--- config.mk ---
export PLATFORM = sky130hd
export DESIGN_NAME = mml_melody_parser
export DESIGN_NICKNAME = d
export VERILOG_FILES = /design/src/rtl/mml_pkg.sv /design/src/rtl/mml_melody_parser.sv /design/src/rtl/mml_parse_core.sv /design/src/rtl/mml_result_queue.sv
export SDC_FILE = /design/constraint.sdc
export NUM_CORES = 1
export LEC_CHECK = 0
export BUFFER_PORTS_ARGS = -buffer_cell sky130_fd_sc_hd__buf_2
export CAP_MARGIN = 10
export CORE_AREA = 8 8 220 180
export CTS_BUF_LIST = sky130_fd_sc_hd__clkbuf_4 sky130_fd_sc_hd__clkbuf_8 sky130_fd_sc_hd__clkbuf_16
export DETAILED_ROUTE_END_ITERATION = 8
export DIE_AREA = 0 0 228 188
export PLACE_DENSITY = 0.77
export SLEW_MARGIN = 20
export SYNTH_ARGS = -nofsm -noshare
export SYNTH_HDL_FRONTEND = slang
export SYNTH_HIERARCHICAL = 1
export SYNTH_SLANG_ARGS = --single-unit
--- constraint.sdc ---
create_clock -name clk -period 10.6 [get_ports clk]
set_clock_uncertainty 0.15 [all_clocks]
set_input_delay 0.53 -clock clk [delete_from_list [all_inputs] [get_ports clk]]
set_output_delay 0.53 -clock clk [all_outputs]
set_load 0.01 [all_outputs]
--- src/rtl/mml_pkg.sv ---
// ----------------------------------------------------------------------------
// mml_pkg: shared types and constants of the MML melody parser
// Result record, event kinds, register indexes, queue sizing and note tables.
// ----------------------------------------------------------------------------
package mml_pkg;

  localparam int POS_BITS  = 16;  // width of the character position counter
  localparam int RQ_DEPTH  = 4;   // entries of the result queue
  localparam int RQ_PTR_W  = $clog2(RQ_DEPTH);
  localparam int RQ_CNT_W  = $clog2(RQ_DEPTH + 1);

  // Event kinds.
  localparam logic [1:0] EV_TONE  = 2'd0;
  localparam logic [1:0] EV_REST  = 2'd1;
  localparam logic [1:0] EV_END   = 2'd2;
  localparam logic [1:0] EV_ERROR = 2'd3;

  // Configuration register indexes.
  localparam logic [1:0] CFG_STD_OCTAVE = 2'd0;
  localparam logic [1:0] CFG_STICKY     = 2'd1;
  localparam logic [1:0] CFG_LONG_DOTS  = 2'd2;

  typedef struct packed {
    logic [1:0]  event_kind;
    logic [6:0]  note_number;
    logic [7:0]  note_length;
    logic [4:0]  dot_factor_eighths;
    logic [3:0]  play_eighths;
    logic [2:0]  duty_eighths;
    logic [7:0]  tempo_bpm;
    logic [15:0] error_position;
    logic        last_of_run;
  } res_t;

  // One-based semitone number of letters A..G within an octave that starts at C (C is 1).
  function automatic logic [3:0] letter_step(input logic [2:0] idx);
    case (idx)
      3'd0:    letter_step = 4'd10;
      3'd1:    letter_step = 4'd12;
      3'd2:    letter_step = 4'd1;
      3'd3:    letter_step = 4'd3;
      3'd4:    letter_step = 4'd5;
      3'd5:    letter_step = 4'd6;
      3'd6:    letter_step = 4'd8;
      default: letter_step = 4'd0;
    endcase
  endfunction

  // A flat lowers every letter but C and F; a sharp raises every letter but B and E.
  function automatic logic has_flat(input logic [2:0] idx);
    has_flat = (idx != 3'd2) && (idx != 3'd5) && (idx <= 3'd6);
  endfunction

  function automatic logic has_sharp(input logic [2:0] idx);
    has_sharp = (idx != 3'd1) && (idx != 3'd4) && (idx <= 3'd6);
  endfunction

  function automatic logic [4:0] dot_eighths(input logic [2:0] dots, input logic long_dots);
    case (dots)
      3'd1:    dot_eighths = 5'd12;
      3'd2:    dot_eighths = long_dots ? 5'd18 : 5'd14;
      3'd3:    dot_eighths = long_dots ? 5'd27 : 5'd15;
      default: dot_eighths = 5'd8;
    endcase
  endfunction

  function automatic res_t mk_res(input logic [1:0] kind, input logic [6:0] note,
                                  input logic [7:0] len, input logic [4:0] dotf,
                                  input logic [3:0] play, input logic [2:0] duty,
                                  input logic [7:0] tempo, input logic [15:0] pos);
    res_t r;
    r.event_kind         = kind;
    r.note_number        = note;
    r.note_length        = len;
    r.dot_factor_eighths = dotf;
    r.play_eighths       = play;
    r.duty_eighths       = duty;
    r.tempo_bpm          = tempo;
    r.error_position     = pos;
    r.last_of_run        = 1'b0;
    mk_res = r;
  endfunction

endpackage

--- src/rtl/mml_melody_parser.sv ---
// ----------------------------------------------------------------------------
// mml_melody_parser: streaming MML melody parser
// Path: a byte is held in the input register, decoded together with the parser state,
// and its results are written into the result queue, which offers them one at a time.
// Throughput: one byte per cycle while the result channel keeps up; a byte makes
// zero, one or two results, and the two-entry headroom of the result queue sets
// when the input register may move on.
// Reset: synchronous rst_n restores parser defaults, empties the queue and clears config.
// ----------------------------------------------------------------------------
module mml_melody_parser (
  input  logic        clk,
  input  logic        rst_n,
  input  logic        in_tvalid,
  output logic        in_tready,
  input  logic [7:0]  in_tdata,   // char_code[7:0]
  input  logic [0:0]  in_tuser,   // start_flag[0]
  output logic        out_tvalid,
  input  logic        out_tready,
  // event_kind[1:0], note_number[8:2], note_length[16:9], dot_factor_eighths[21:17],
  // play_eighths[25:22], duty_eighths[28:26], tempo_bpm[36:29],
  // error_position[52:37], zero[55:53]
  output logic [55:0] out_tdata,
  output logic        out_tlast,
  input  logic        cfg_we,
  input  logic [1:0]  cfg_index,
  input  logic [0:0]  cfg_wdata
);

  logic          q_room;
  logic [1:0]    push_cnt;
  mml_pkg::res_t push_res0, push_res1, out_res;

  mml_parse_core u_core (
    .clk       (clk),
    .rst_n     (rst_n),
    .in_valid  (in_tvalid),
    .in_ready  (in_tready),
    .in_char   (in_tdata),
    .in_start  (in_tuser[0]),
    .cfg_we    (cfg_we),
    .cfg_index (cfg_index),
    .cfg_wdata (cfg_wdata[0]),
    .q_room    (q_room),
    .push_cnt  (push_cnt),
    .push_res0 (push_res0),
    .push_res1 (push_res1)
  );

  mml_result_queue u_queue (
    .clk       (clk),
    .rst_n     (rst_n),
    .push_cnt  (push_cnt),
    .push_res0 (push_res0),
    .push_res1 (push_res1),
    .q_room    (q_room),
    .out_valid (out_tvalid),
    .out_ready (out_tready),
    .out_res   (out_res)
  );

  assign out_tdata = {3'b000, out_res.error_position, out_res.tempo_bpm,
                      out_res.duty_eighths, out_res.play_eighths,
                      out_res.dot_factor_eighths, out_res.note_length,
                      out_res.note_number, out_res.event_kind};
  assign out_tlast = out_res.last_of_run;

endmodule

--- src/rtl/mml_parse_core.sv ---
// ----------------------------------------------------------------------------
// mml_parse_core: input register, parser state and one-pass decode
// Decodes the registered byte against the parser state and hands zero, one or
// two result records to the result queue in the same cycle.
// ----------------------------------------------------------------------------
module mml_parse_core (
  input  logic              clk,
  input  logic              rst_n,
  input  logic              in_valid,
  output logic              in_ready,
  input  logic [7:0]        in_char,
  input  logic              in_start,
  input  logic              cfg_we,
  input  logic [1:0]        cfg_index,
  input  logic              cfg_wdata,
  input  logic              q_room,
  output logic [1:0]        push_cnt,
  output mml_pkg::res_t     push_res0,
  output mml_pkg::res_t     push_res1
);

  localparam logic [3:0] PH_IDLE      = 4'd0;
  localparam logic [3:0] PH_NOTE_MOD  = 4'd1;
  localparam logic [3:0] PH_NOTE_NUM  = 4'd2;
  localparam logic [3:0] PH_NOTE_DOTS = 4'd3;
  localparam logic [3:0] PH_REST_NUM  = 4'd4;
  localparam logic [3:0] PH_REST_DOTS = 4'd5;
  localparam logic [3:0] PH_CMD_M     = 4'd6;
  localparam logic [3:0] PH_NUM_L     = 4'd7;
  localparam logic [3:0] PH_NUM_N     = 4'd8;
  localparam logic [3:0] PH_NUM_O     = 4'd9;
  localparam logic [3:0] PH_NUM_Q     = 4'd10;
  localparam logic [3:0] PH_NUM_T     = 4'd11;
  localparam logic [3:0] PH_COMMENT   = 4'd12;

  localparam logic [7:0] CH_NUL   = 8'h00;
  localparam logic [7:0] CH_TAB   = 8'h09;
  localparam logic [7:0] CH_LF    = 8'h0A;
  localparam logic [7:0] CH_CR    = 8'h0D;
  localparam logic [7:0] CH_SPACE = 8'h20;
  localparam logic [7:0] CH_HASH  = 8'h23;
  localparam logic [7:0] CH_PLUS  = 8'h2B;
  localparam logic [7:0] CH_MINUS = 8'h2D;
  localparam logic [7:0] CH_DOT   = 8'h2E;
  localparam logic [7:0] CH_0     = 8'h30;
  localparam logic [7:0] CH_9     = 8'h39;
  localparam logic [7:0] CH_COLON = 8'h3A;
  localparam logic [7:0] CH_LT    = 8'h3C;
  localparam logic [7:0] CH_GT    = 8'h3E;
  localparam logic [7:0] CH_A     = 8'h41;
  localparam logic [7:0] CH_G     = 8'h47;
  localparam logic [7:0] CH_K     = 8'h4B;
  localparam logic [7:0] CH_L     = 8'h4C;
  localparam logic [7:0] CH_M     = 8'h4D;
  localparam logic [7:0] CH_N     = 8'h4E;
  localparam logic [7:0] CH_O     = 8'h4F;
  localparam logic [7:0] CH_P     = 8'h50;
  localparam logic [7:0] CH_Q     = 8'h51;
  localparam logic [7:0] CH_R     = 8'h52;
  localparam logic [7:0] CH_S     = 8'h53;
  localparam logic [7:0] CH_T     = 8'h54;

  typedef struct packed {
    logic [3:0]                    phase;
    logic signed [8:0]             pend;
    logic [15:0]                   acc;
    logic [2:0]                    dots;
    logic [2:0]                    oct;
    logic signed [3:0]             shift;
    logic [7:0]                    tempo;
    logic [6:0]                    dlen;
    logic [3:0]                    style;
    logic [2:0]                    duty;
    logic [mml_pkg::POS_BITS-1:0]  pos;
    logic                          stopped;
    logic [2:0]                    letter;
  } parse_state_t;

  localparam parse_state_t ST_RESET = '{
    phase:   PH_IDLE,
    pend:    9'sd0,
    acc:     16'd0,
    dots:    3'd0,
    oct:     3'd4,
    shift:   4'sd0,
    tempo:   8'd120,
    dlen:    7'd4,
    style:   4'd7,
    duty:    3'd4,
    pos:     '0,
    stopped: 1'b0,
    letter:  3'd0
  };

  parse_state_t st_r, st_nxt;
  logic         in_valid_r;
  logic [7:0]   in_char_r;
  logic         in_start_r;
  logic         std_oct_r, sticky_r, long_dots_r;
  logic         proc;

  logic [7:0]         c;
  logic               digit;
  logic               done;
  logic [3:0]         ph;
  logic [1:0]         k;
  logic [19:0]        acc10;
  logic signed [8:0]  sh9;
  logic signed [8:0]  sh12;
  logic signed [17:0] n18;
  logic signed [4:0]  oct5;
  logic signed [8:0]  oct9;
  logic [7:0]         len8;
  logic               emit_idle;
  mml_pkg::res_t      r_idle;
  mml_pkg::res_t      r0, r1;

  // The register stage moves on only when the queue can take two records.
  assign proc     = in_valid_r && q_room;
  assign in_ready = !in_valid_r || proc;

  always_ff @(posedge clk) begin
    if (!rst_n) begin
      in_valid_r  <= 1'b0;
      st_r        <= ST_RESET;
      std_oct_r   <= 1'b0;
      sticky_r    <= 1'b0;
      long_dots_r <= 1'b0;
    end else begin
      if (in_ready) begin
        in_valid_r <= in_valid;
      end
      st_r <= st_nxt;
      if (cfg_we) begin
        case (cfg_index)
          mml_pkg::CFG_STD_OCTAVE: std_oct_r   <= cfg_wdata;
          mml_pkg::CFG_STICKY:     sticky_r    <= cfg_wdata;
          mml_pkg::CFG_LONG_DOTS:  long_dots_r <= cfg_wdata;
          default: ;
        endcase
      end
    end
  end

  always_ff @(posedge clk) begin
    if (in_valid && in_ready) begin
      in_char_r  <= in_char;
      in_start_r <= in_start;
    end
  end

  assign c     = in_char_r;
  assign digit = (c >= CH_0) && (c <= CH_9);

  always_comb begin
    st_nxt    = st_r;
    done      = 1'b0;
    ph        = st_r.phase;
    k         = 2'd0;
    r0        = '0;
    r1        = '0;
    r_idle    = '0;
    emit_idle = 1'b0;
    acc10     = '0;
    sh9       = '0;
    sh12      = '0;
    n18       = '0;
    oct5      = '0;
    oct9      = '0;
    len8      = '0;
    if (proc) begin
      if (in_start_r) begin
        st_nxt = ST_RESET;
      end
      if (!st_nxt.stopped) begin
        if (st_nxt.pos != '1) begin
          st_nxt.pos = st_nxt.pos + 1'b1;
        end
        ph = st_nxt.phase;

        // Accidental right after a note letter.
        if (ph == PH_NOTE_MOD) begin
          st_nxt.phase = PH_NOTE_NUM;
          ph           = PH_NOTE_NUM;
          if (c == CH_MINUS) begin
            if (mml_pkg::has_flat(st_nxt.letter)) st_nxt.pend = st_nxt.pend - 9'sd1;
            done = 1'b1;
          end else if (c == CH_PLUS || c == CH_HASH) begin
            if (mml_pkg::has_sharp(st_nxt.letter)) st_nxt.pend = st_nxt.pend + 9'sd1;
            done = 1'b1;
          end
        end

        // Number collection; a non-digit closes the number.
        if (!done && (ph == PH_NOTE_NUM || ph == PH_REST_NUM ||
                      (ph >= PH_NUM_L && ph <= PH_NUM_T))) begin
          if (digit) begin
            acc10 = ({4'd0, st_nxt.acc} << 3) + ({4'd0, st_nxt.acc} << 1) +
                    {12'd0, c - CH_0};
            st_nxt.acc   = (acc10[19:16] != 4'd0) ? 16'hFFFF : acc10[15:0];
            st_nxt.phase = ph;
            done         = 1'b1;
          end else if (ph == PH_NOTE_NUM) begin
            ph = PH_NOTE_DOTS;
          end else if (ph == PH_REST_NUM) begin
            ph = PH_REST_DOTS;
          end else begin
            case (ph)
              PH_NUM_L: begin
                if (st_nxt.acc >= 16'd1 && st_nxt.acc <= 16'd64) begin
                  st_nxt.dlen = st_nxt.acc[6:0];
                end
              end
              PH_NUM_N: begin
                sh9  = 9'(st_nxt.shift);
                sh12 = (sh9 <<< 3) + (sh9 <<< 2);
                n18  = $signed({2'b00, st_nxt.acc}) + 18'(sh12);
                if (!sticky_r) st_nxt.shift = 4'sd0;
                if (n18 >= 18'sd1 && n18 <= 18'sd84) begin
                  r0 = mml_pkg::mk_res(mml_pkg::EV_TONE, n18[6:0], {1'b0, st_nxt.dlen},
                                       5'd8, st_nxt.style, st_nxt.duty, st_nxt.tempo, 16'd0);
                end else begin
                  r0 = mml_pkg::mk_res(mml_pkg::EV_REST, 7'd0, {1'b0, st_nxt.dlen},
                                       5'd8, st_nxt.style, st_nxt.duty, st_nxt.tempo, 16'd0);
                end
                k = 2'd1;
              end
              PH_NUM_O: begin
                if (std_oct_r ? (st_nxt.acc >= 16'd1 && st_nxt.acc <= 16'd7)
                              : (st_nxt.acc <= 16'd6)) begin
                  st_nxt.oct = st_nxt.acc[2:0];
                end
              end
              PH_NUM_Q: begin
                if (st_nxt.acc >= 16'd1 && st_nxt.acc <= 16'd4) begin
                  st_nxt.duty = st_nxt.acc[2:0];
                end
              end
              default: begin
                if (st_nxt.acc >= 16'd32 && st_nxt.acc <= 16'd255) begin
                  st_nxt.tempo = st_nxt.acc[7:0];
                end
              end
            endcase
            ph = PH_IDLE;
          end
        end

        // Dot run; anything else finishes the note or rest.
        if (!done && (ph == PH_NOTE_DOTS || ph == PH_REST_DOTS)) begin
          if (c == CH_DOT) begin
            if (st_nxt.dots != 3'd7) st_nxt.dots = st_nxt.dots + 3'd1;
            st_nxt.phase = ph;
            done         = 1'b1;
          end else begin
            if (st_nxt.acc == 16'd0) begin
              len8 = {1'b0, st_nxt.dlen};
            end else begin
              len8 = (st_nxt.acc[15:8] != 8'd0) ? 8'hFF : st_nxt.acc[7:0];
            end
            if (ph == PH_NOTE_DOTS && st_nxt.pend >= 9'sd1 && st_nxt.pend <= 9'sd84) begin
              r0 = mml_pkg::mk_res(mml_pkg::EV_TONE, st_nxt.pend[6:0], len8,
                                   mml_pkg::dot_eighths(st_nxt.dots, long_dots_r),
                                   st_nxt.style, st_nxt.duty, st_nxt.tempo, 16'd0);
            end else begin
              r0 = mml_pkg::mk_res(mml_pkg::EV_REST, 7'd0, len8,
                                   mml_pkg::dot_eighths(st_nxt.dots, long_dots_r),
                                   st_nxt.style, st_nxt.duty, st_nxt.tempo, 16'd0);
            end
            k  = 2'd1;
            ph = PH_IDLE;
          end
        end

        if (!done) begin
          if (ph == PH_CMD_M) begin
            st_nxt.phase = PH_IDLE;
            case (c)
              CH_L:    st_nxt.style = 4'd8;
              CH_N:    st_nxt.style = 4'd7;
              CH_S:    st_nxt.style = 4'd6;
              CH_NUL: begin
                emit_idle      = 1'b1;
                st_nxt.stopped = 1'b1;
              end
              default: ;
            endcase
          end else if (ph == PH_COMMENT) begin
            if (c == CH_LF) begin
              st_nxt.phase = PH_IDLE;
            end else if (c == CH_NUL) begin
              st_nxt.phase   = PH_IDLE;
              emit_idle      = 1'b1;
              st_nxt.stopped = 1'b1;
            end
          end else begin
            st_nxt.phase = PH_IDLE;
            if (c inside {[CH_A:CH_G]}) begin
              st_nxt.letter = 3'(c - CH_A);
              oct5 = $signed({2'b00, st_nxt.oct}) - $signed({4'd0, std_oct_r}) +
                     5'(st_nxt.shift);
              oct9 = 9'(oct5);
              st_nxt.pend = (oct9 <<< 3) + (oct9 <<< 2) +
                            $signed({5'd0, mml_pkg::letter_step(st_nxt.letter)});
              if (!sticky_r) st_nxt.shift = 4'sd0;
              st_nxt.acc   = 16'd0;
              st_nxt.dots  = 3'd0;
              st_nxt.phase = PH_NOTE_MOD;
            end else if (c inside {CH_P, CH_R}) begin
              st_nxt.acc   = 16'd0;
              st_nxt.dots  = 3'd0;
              st_nxt.phase = PH_REST_NUM;
            end else if (c inside {CH_L, CH_N, CH_O, CH_Q, CH_T}) begin
              st_nxt.acc = 16'd0;
              case (c)
                CH_L:    st_nxt.phase = PH_NUM_L;
                CH_N:    st_nxt.phase = PH_NUM_N;
                CH_O:    st_nxt.phase = PH_NUM_O;
                CH_Q:    st_nxt.phase = PH_NUM_Q;
                default: st_nxt.phase = PH_NUM_T;
              endcase
            end else if (c == CH_M) begin
              st_nxt.phase = PH_CMD_M;
            end else if (c == CH_LT) begin
              if (st_nxt.shift != -4'sd8) st_nxt.shift = st_nxt.shift - 4'sd1;
            end else if (c == CH_GT) begin
              if (st_nxt.shift != 4'sd7) st_nxt.shift = st_nxt.shift + 4'sd1;
            end else if (c inside {CH_COLON, CH_HASH}) begin
              st_nxt.phase = PH_COMMENT;
            end else if (c inside {CH_K, CH_SPACE, CH_TAB, CH_CR, CH_LF}) begin
              // Separators and the keyboard command are skipped.
            end else if (c == CH_NUL) begin
              emit_idle      = 1'b1;
              st_nxt.stopped = 1'b1;
            end else begin
              r_idle = mml_pkg::mk_res(mml_pkg::EV_ERROR, 7'd0, 8'd0, 5'd0, st_nxt.style,
                                       st_nxt.duty, st_nxt.tempo, 16'(st_nxt.pos));
              emit_idle      = 1'b1;
              st_nxt.stopped = 1'b1;
            end
          end
          // An end record is the default when no error was built above.
          if (emit_idle && r_idle.event_kind != mml_pkg::EV_ERROR) begin
            r_idle = mml_pkg::mk_res(mml_pkg::EV_END, 7'd0, 8'd0, 5'd0, st_nxt.style,
                                     st_nxt.duty, st_nxt.tempo, 16'd0);
          end
          if (emit_idle) begin
            if (k == 2'd0) r0 = r_idle;
            else           r1 = r_idle;
            k = k + 2'd1;
          end
        end
      end
    end
    r0.last_of_run = (k == 2'd1);
    r1.last_of_run = 1'b1;
  end

  assign push_cnt  = k;
  assign push_res0 = r0;
  assign push_res1 = r1;

  a_first_of_pair: assert property (@(posedge clk) disable iff (!rst_n)
    (push_cnt == 2'd2) |->
      (push_res0.event_kind == mml_pkg::EV_TONE || push_res0.event_kind == mml_pkg::EV_REST))
    else $error("first of two records is not a tone or rest");

  a_stopped_idle: assert property (@(posedge clk) disable iff (!rst_n)
    st_r.stopped |-> (st_r.phase == PH_IDLE))
    else $error("parser stopped outside the idle phase");

  a_push_needs_item: assert property (@(posedge clk) disable iff (!rst_n)
    (push_cnt != 2'd0) |-> proc)
    else $error("records pushed without a registered transaction");

endmodule

--- src/rtl/mml_result_queue.sv ---
// ----------------------------------------------------------------------------
// mml_result_queue: small queue of result records
// Takes up to two records per cycle from the parser and presents them one at a
// time on the result channel.
// ----------------------------------------------------------------------------
module mml_result_queue (
  input  logic           clk,
  input  logic           rst_n,
  input  logic [1:0]     push_cnt,
  input  mml_pkg::res_t  push_res0,
  input  mml_pkg::res_t  push_res1,
  output logic           q_room,
  output logic           out_valid,
  input  logic           out_ready,
  output mml_pkg::res_t  out_res
);

  mml_pkg::res_t                  mem_r [mml_pkg::RQ_DEPTH];
  logic [mml_pkg::RQ_PTR_W-1:0]   wr_r, rd_r, wr_nxt, rd_nxt;
  logic [mml_pkg::RQ_CNT_W-1:0]   cnt_r, cnt_nxt;
  logic                           pop;

  assign q_room    = (cnt_r <= mml_pkg::RQ_CNT_W'(mml_pkg::RQ_DEPTH - 2));
  assign out_valid = (cnt_r != '0);
  assign out_res   = mem_r[rd_r];
  assign pop       = out_valid && out_ready;

  always_comb begin
    wr_nxt  = wr_r + mml_pkg::RQ_PTR_W'(push_cnt);
    rd_nxt  = pop ? rd_r + 1'b1 : rd_r;
    cnt_nxt = cnt_r + mml_pkg::RQ_CNT_W'(push_cnt) - mml_pkg::RQ_CNT_W'(pop);
  end

  always_ff @(posedge clk) begin
    if (!rst_n) begin
      wr_r  <= '0;
      rd_r  <= '0;
      cnt_r <= '0;
    end else begin
      wr_r  <= wr_nxt;
      rd_r  <= rd_nxt;
      cnt_r <= cnt_nxt;
    end
  end

  always_ff @(posedge clk) begin
    if (push_cnt != 2'd0) begin
      mem_r[wr_r] <= push_res0;
    end
    if (push_cnt == 2'd2) begin
      mem_r[wr_r + 1'b1] <= push_res1;
    end
  end

  a_cnt_bound: assert property (@(posedge clk) disable iff (!rst_n)
    cnt_r <= mml_pkg::RQ_CNT_W'(mml_pkg::RQ_DEPTH))
    else $error("result queue overfilled");

  a_push_room: assert property (@(posedge clk) disable iff (!rst_n)
    (push_cnt != 2'd0) |-> q_room)
    else $error("records pushed without room");

  a_ptr_track: assert property (@(posedge clk) disable iff (!rst_n)
    (cnt_r != mml_pkg::RQ_CNT_W'(mml_pkg::RQ_DEPTH)) |->
      (mml_pkg::RQ_PTR_W'(wr_r - rd_r) == mml_pkg::RQ_PTR_W'(cnt_r)))
    else $error("queue pointers disagree with fill count");

endmodule
==> run summary <==
Clk sinks = 319
Core Area = 36300 um2
Worst setup SP type = register
Layout cells sized above 1 = 0.226
Non-filler cells, final = 2528
Area of the multi-input gates = 11800 um2
Vias = 16700
First-pass GRT wire length = 91100 um
Req. time, crit path = 10.84 ns
Peak VDD IR = 184 uV
Area Overhead vs Synth = 7.67%
Rel. slew slack = 0.305
Slowest CP cell = nor4_1
CTS tree = built
Worst hold path type = in2reg
Mean post-synth cell area = 10.6 um2
Antenna cells = 0
Hold bufs inserted after CTS = 0
Internal Power = 2410 uW
Row count = 63
Worst path max stage delay = 0.83 ns
Die W = 228 um
Top cell type by total area after synthesis = edfxtp_1
Status = finished, final reports clean
Data arrival, critical path = 7.11 ns
Worst-path clk slew = 0.06 ns
Global Route Usage Sum = 0.260
Fillers = 2884
Die area = 42900 um2
Setup bufs post-CTS = 0
Final Hold Violating Endpoints = 0
Initial DRC Count = 2062
Hold slack = 0.0232 ns
Worst-path maximum fanout = 11
R2R Setup Slk = 3.73 ns
Sw frac = 0.293
Max cap viols = 0
Max Clk Rate = 0.146 GHz
Share of power burned in registers = 0.429
Final slew viol count = 0
FF-to-FF path depth = 23
Die height = 188 um
Gpl congestion = 0.961
Leakage = 0.00879 uW
Hold Crit Endpoint = u_core/c[4]$_DFFE_PP_
Actual slew at the worst max-slew pin = 1.03 ns
Detailed Routing Iterations Pass 1 = 8
Hold path cells = 1
Total gr overflow = 0
Setup tns final = 0 ns
Final #Nets = 2131
Synth top area cells = edfxtp_1 32%, mux2_2 12%, dfxtp_1 8.8%
Vias in the first global route = 16400
Post-synthesis sequential area ratio = 0.406
DRC Markers = 0
IO Pins = 76
Initial core utilization = 0.587
Setup Crit Path Kind = reg2reg
Dominant synthesized flop cell = edfxtp_1
Fraction of registers with async set/reset = 0
Synth warn = 6
TritonCTS buffer count = 35
Buf+Inv Stages, Crit Path = 4
Mapped Cells = 2004
Top cells by count, synth = 225 x edfxtp_1, 225 x mux2_2, 163 x nand2_1
Port bufs = 72
Initial antenna violation count = 3
Worst R2R Start = u_core/c[1]$_DFFE_PP_
Share of Yosys cell area claimed by the top area cell type = 0.317
Vias/cell = 6.62
H-Tree Level Count = 2
Inst Count DP = 2464
Mapped Area = 21300 um2
P_sw = 999 uW
Pwr Total = 3410 uW
Final Cycle Share = 0.648
Setup violations, final = 0
Final HPWL DP = 38900 um
EDFF count, synth = 225
RR Endpoint = u_core/st_r[75]$_SDFFE_PN0P_
DRT antenna net count = 0
Number of synthesized register bits = 319
Yosys cell types = 92
Worst path cell trace = inv_1 > ha_1 > and3_1 > nand2_1 > a21o_1 > nand2_1 > nor4_1 > mux2_2 > nand2_1 > ha_1 > inv_1 > ha_1 > inv_1 > fa_1 > inv_1 > fa_1 > ha_1 > fa_1 > a21o_1 > a21oi_1 > xnor2_1 > o21ai_0 > a21oi_1
Fin crit period = 6.87 ns
Comb power frac = 0.217
Worst setup startpoint = u_core/c[1]$_DFFE_PP_
Pwr dens = 149 nW/um2
Flip-flop and latch area = 8640 um2
Top Family by Delay on Critical Path = adder cells
Root buffer cell = clkbuf_16
Clock latency on the worst-skew pair = 0.53 ns
Clock power share = 0.354
Drt total wl = 57800 um
Cells resized by post-CTS repair = 0
Post-DR wirelength/cell = 22.9 um
Worst setup EP type = register
Largest net degree at the start of global routing = 95
Max clock buf depth = 3
Hold Startpoint = in_tdata[4]
RSZ-0062 raised after global routing = false
## power by group through the flow
stage,Sequential [uW],Combinational [uW],Clock (uW)
2_1_floorplan,1460,529,0
3_3_place_gp,1490,723,0
3_5_place_dp,1490,733,0
4_1_cts,1460,739,1220
5_1_grt,1470,798,1270
6_report,1460,740,1210
## flip-flops by register name, summed over array words and instances (netlist names), named ones only
signal,count
u_queue/rd_r,2
u_core/in_start_r,1
u_core/std_oct_r,1
u_core/st_r,81
u_queue/mem_r,216
u_queue/cnt_r,3
u_core/in_valid_r,1
u_core/c,8
u_queue/wr_r,2
u_core/sticky_r,1
u_core/long_dots_r,1
## layout make-up
type | instances | share of cell area
clock buffers | 46 | 0.0434
clock inverters | 18 | 0.00606
inverters | 67 | 0.0110
multi-input cells | 1501 | 0.514
flip-flops and latches | 319 | 0.377
well taps | 487 | 0.0266
repair buffers | 90 | 0.0216
## cell families after synthesis
family | synth area share
AND/OR/NAND/NOR | 0.143
AO/OA/AOI/OAI | 0.133
flip-flops | 0.406
multiplexers | 0.184
buffers and inverters | 0.0472
adder cells (fa/ha/maj) | 0.0624
XOR/XNOR | 0.0239
other | 0.000529
## worst register-to-register path, cell delays in order, from the launching register on
cell	delay, ns
edfxtp_1	0.56
inv_1	0.30
ha_1	0.37
and3_1	0.30
nand2_1	0.35
a21o_1	0.24
nand2_1	0.21
nor4_1	0.83
mux2_2	0.42
nand2_1	0.09
ha_1	0.26
inv_1	0.08
ha_1	0.17
inv_1	0.05
fa_1	0.48
inv_1	0.07
fa_1	0.48
ha_1	0.24
fa_1	0.40
a21o_1	0.19
a21oi_1	0.16
xnor2_1	0.08
o21ai_0	0.16
a21oi_1	0.10
## cell usage in the layout (no fill, tap or decap), drive strengths merged, types with 18 or more instances in the layout
cell type,instances
nand2b,22
a21boi,22
ha,91
dfxtp,94
nand4,18
buf,90
a21o,35
a22oi,22
mux2,225
clkbuf,46
mux4,54
xnor2,38
nor3,29
nor2b,43
o21ai,98
conb,24
nor2,145
and2,32
nand3,45
o22ai,18
nand2,163
inv,69
a21oi,76
edfxtp,225
a211oi,20
nor4,21
## routing by layer
layer / vias to the layer above / GRT usage / wire, um
met5: - / 0 / 37
met4: 6 / 0.0880 / 1760
met3: 168 / 0.0486 / 5150
met2: 811 / 0.415 / 26700
met1: 8203 / 0.353 / 24200
li1: 7541 / - / -
## per-stage QoR
step / worst slack (ns) / util / cell area, um2
floorplan: 3.13 / - / 21400
global placement: 3.97 / 0.600 / 21800
detailed placement: 3.94 / 0.600 / 21800
CTS: 3.89 / 0.632 / 22900
global route: 3.48 / 0.632 / 22900
finish: 3.73 / 0.632 / 22900
## how the worst max path moves through the flow
stage / to / cells past startpoint
after CTS: u_core/st_r[75]$_SDFFE_PN0P_ / 23
final: u_core/st_r[75]$_SDFFE_PN0P_ / 23
after detailed placement: u_core/st_r[75]$_SDFFE_PN0P_ / 23
after global placement: u_core/st_r[75]$_SDFFE_PN0P_ / 23
after floorplan: u_queue/mem_r[0][0]$_DFFE_PP_ / 15
after global routing: u_core/st_r[75]$_SDFFE_PN0P_ / 23
Note: power is estimated with default switching activity, not from simulation.
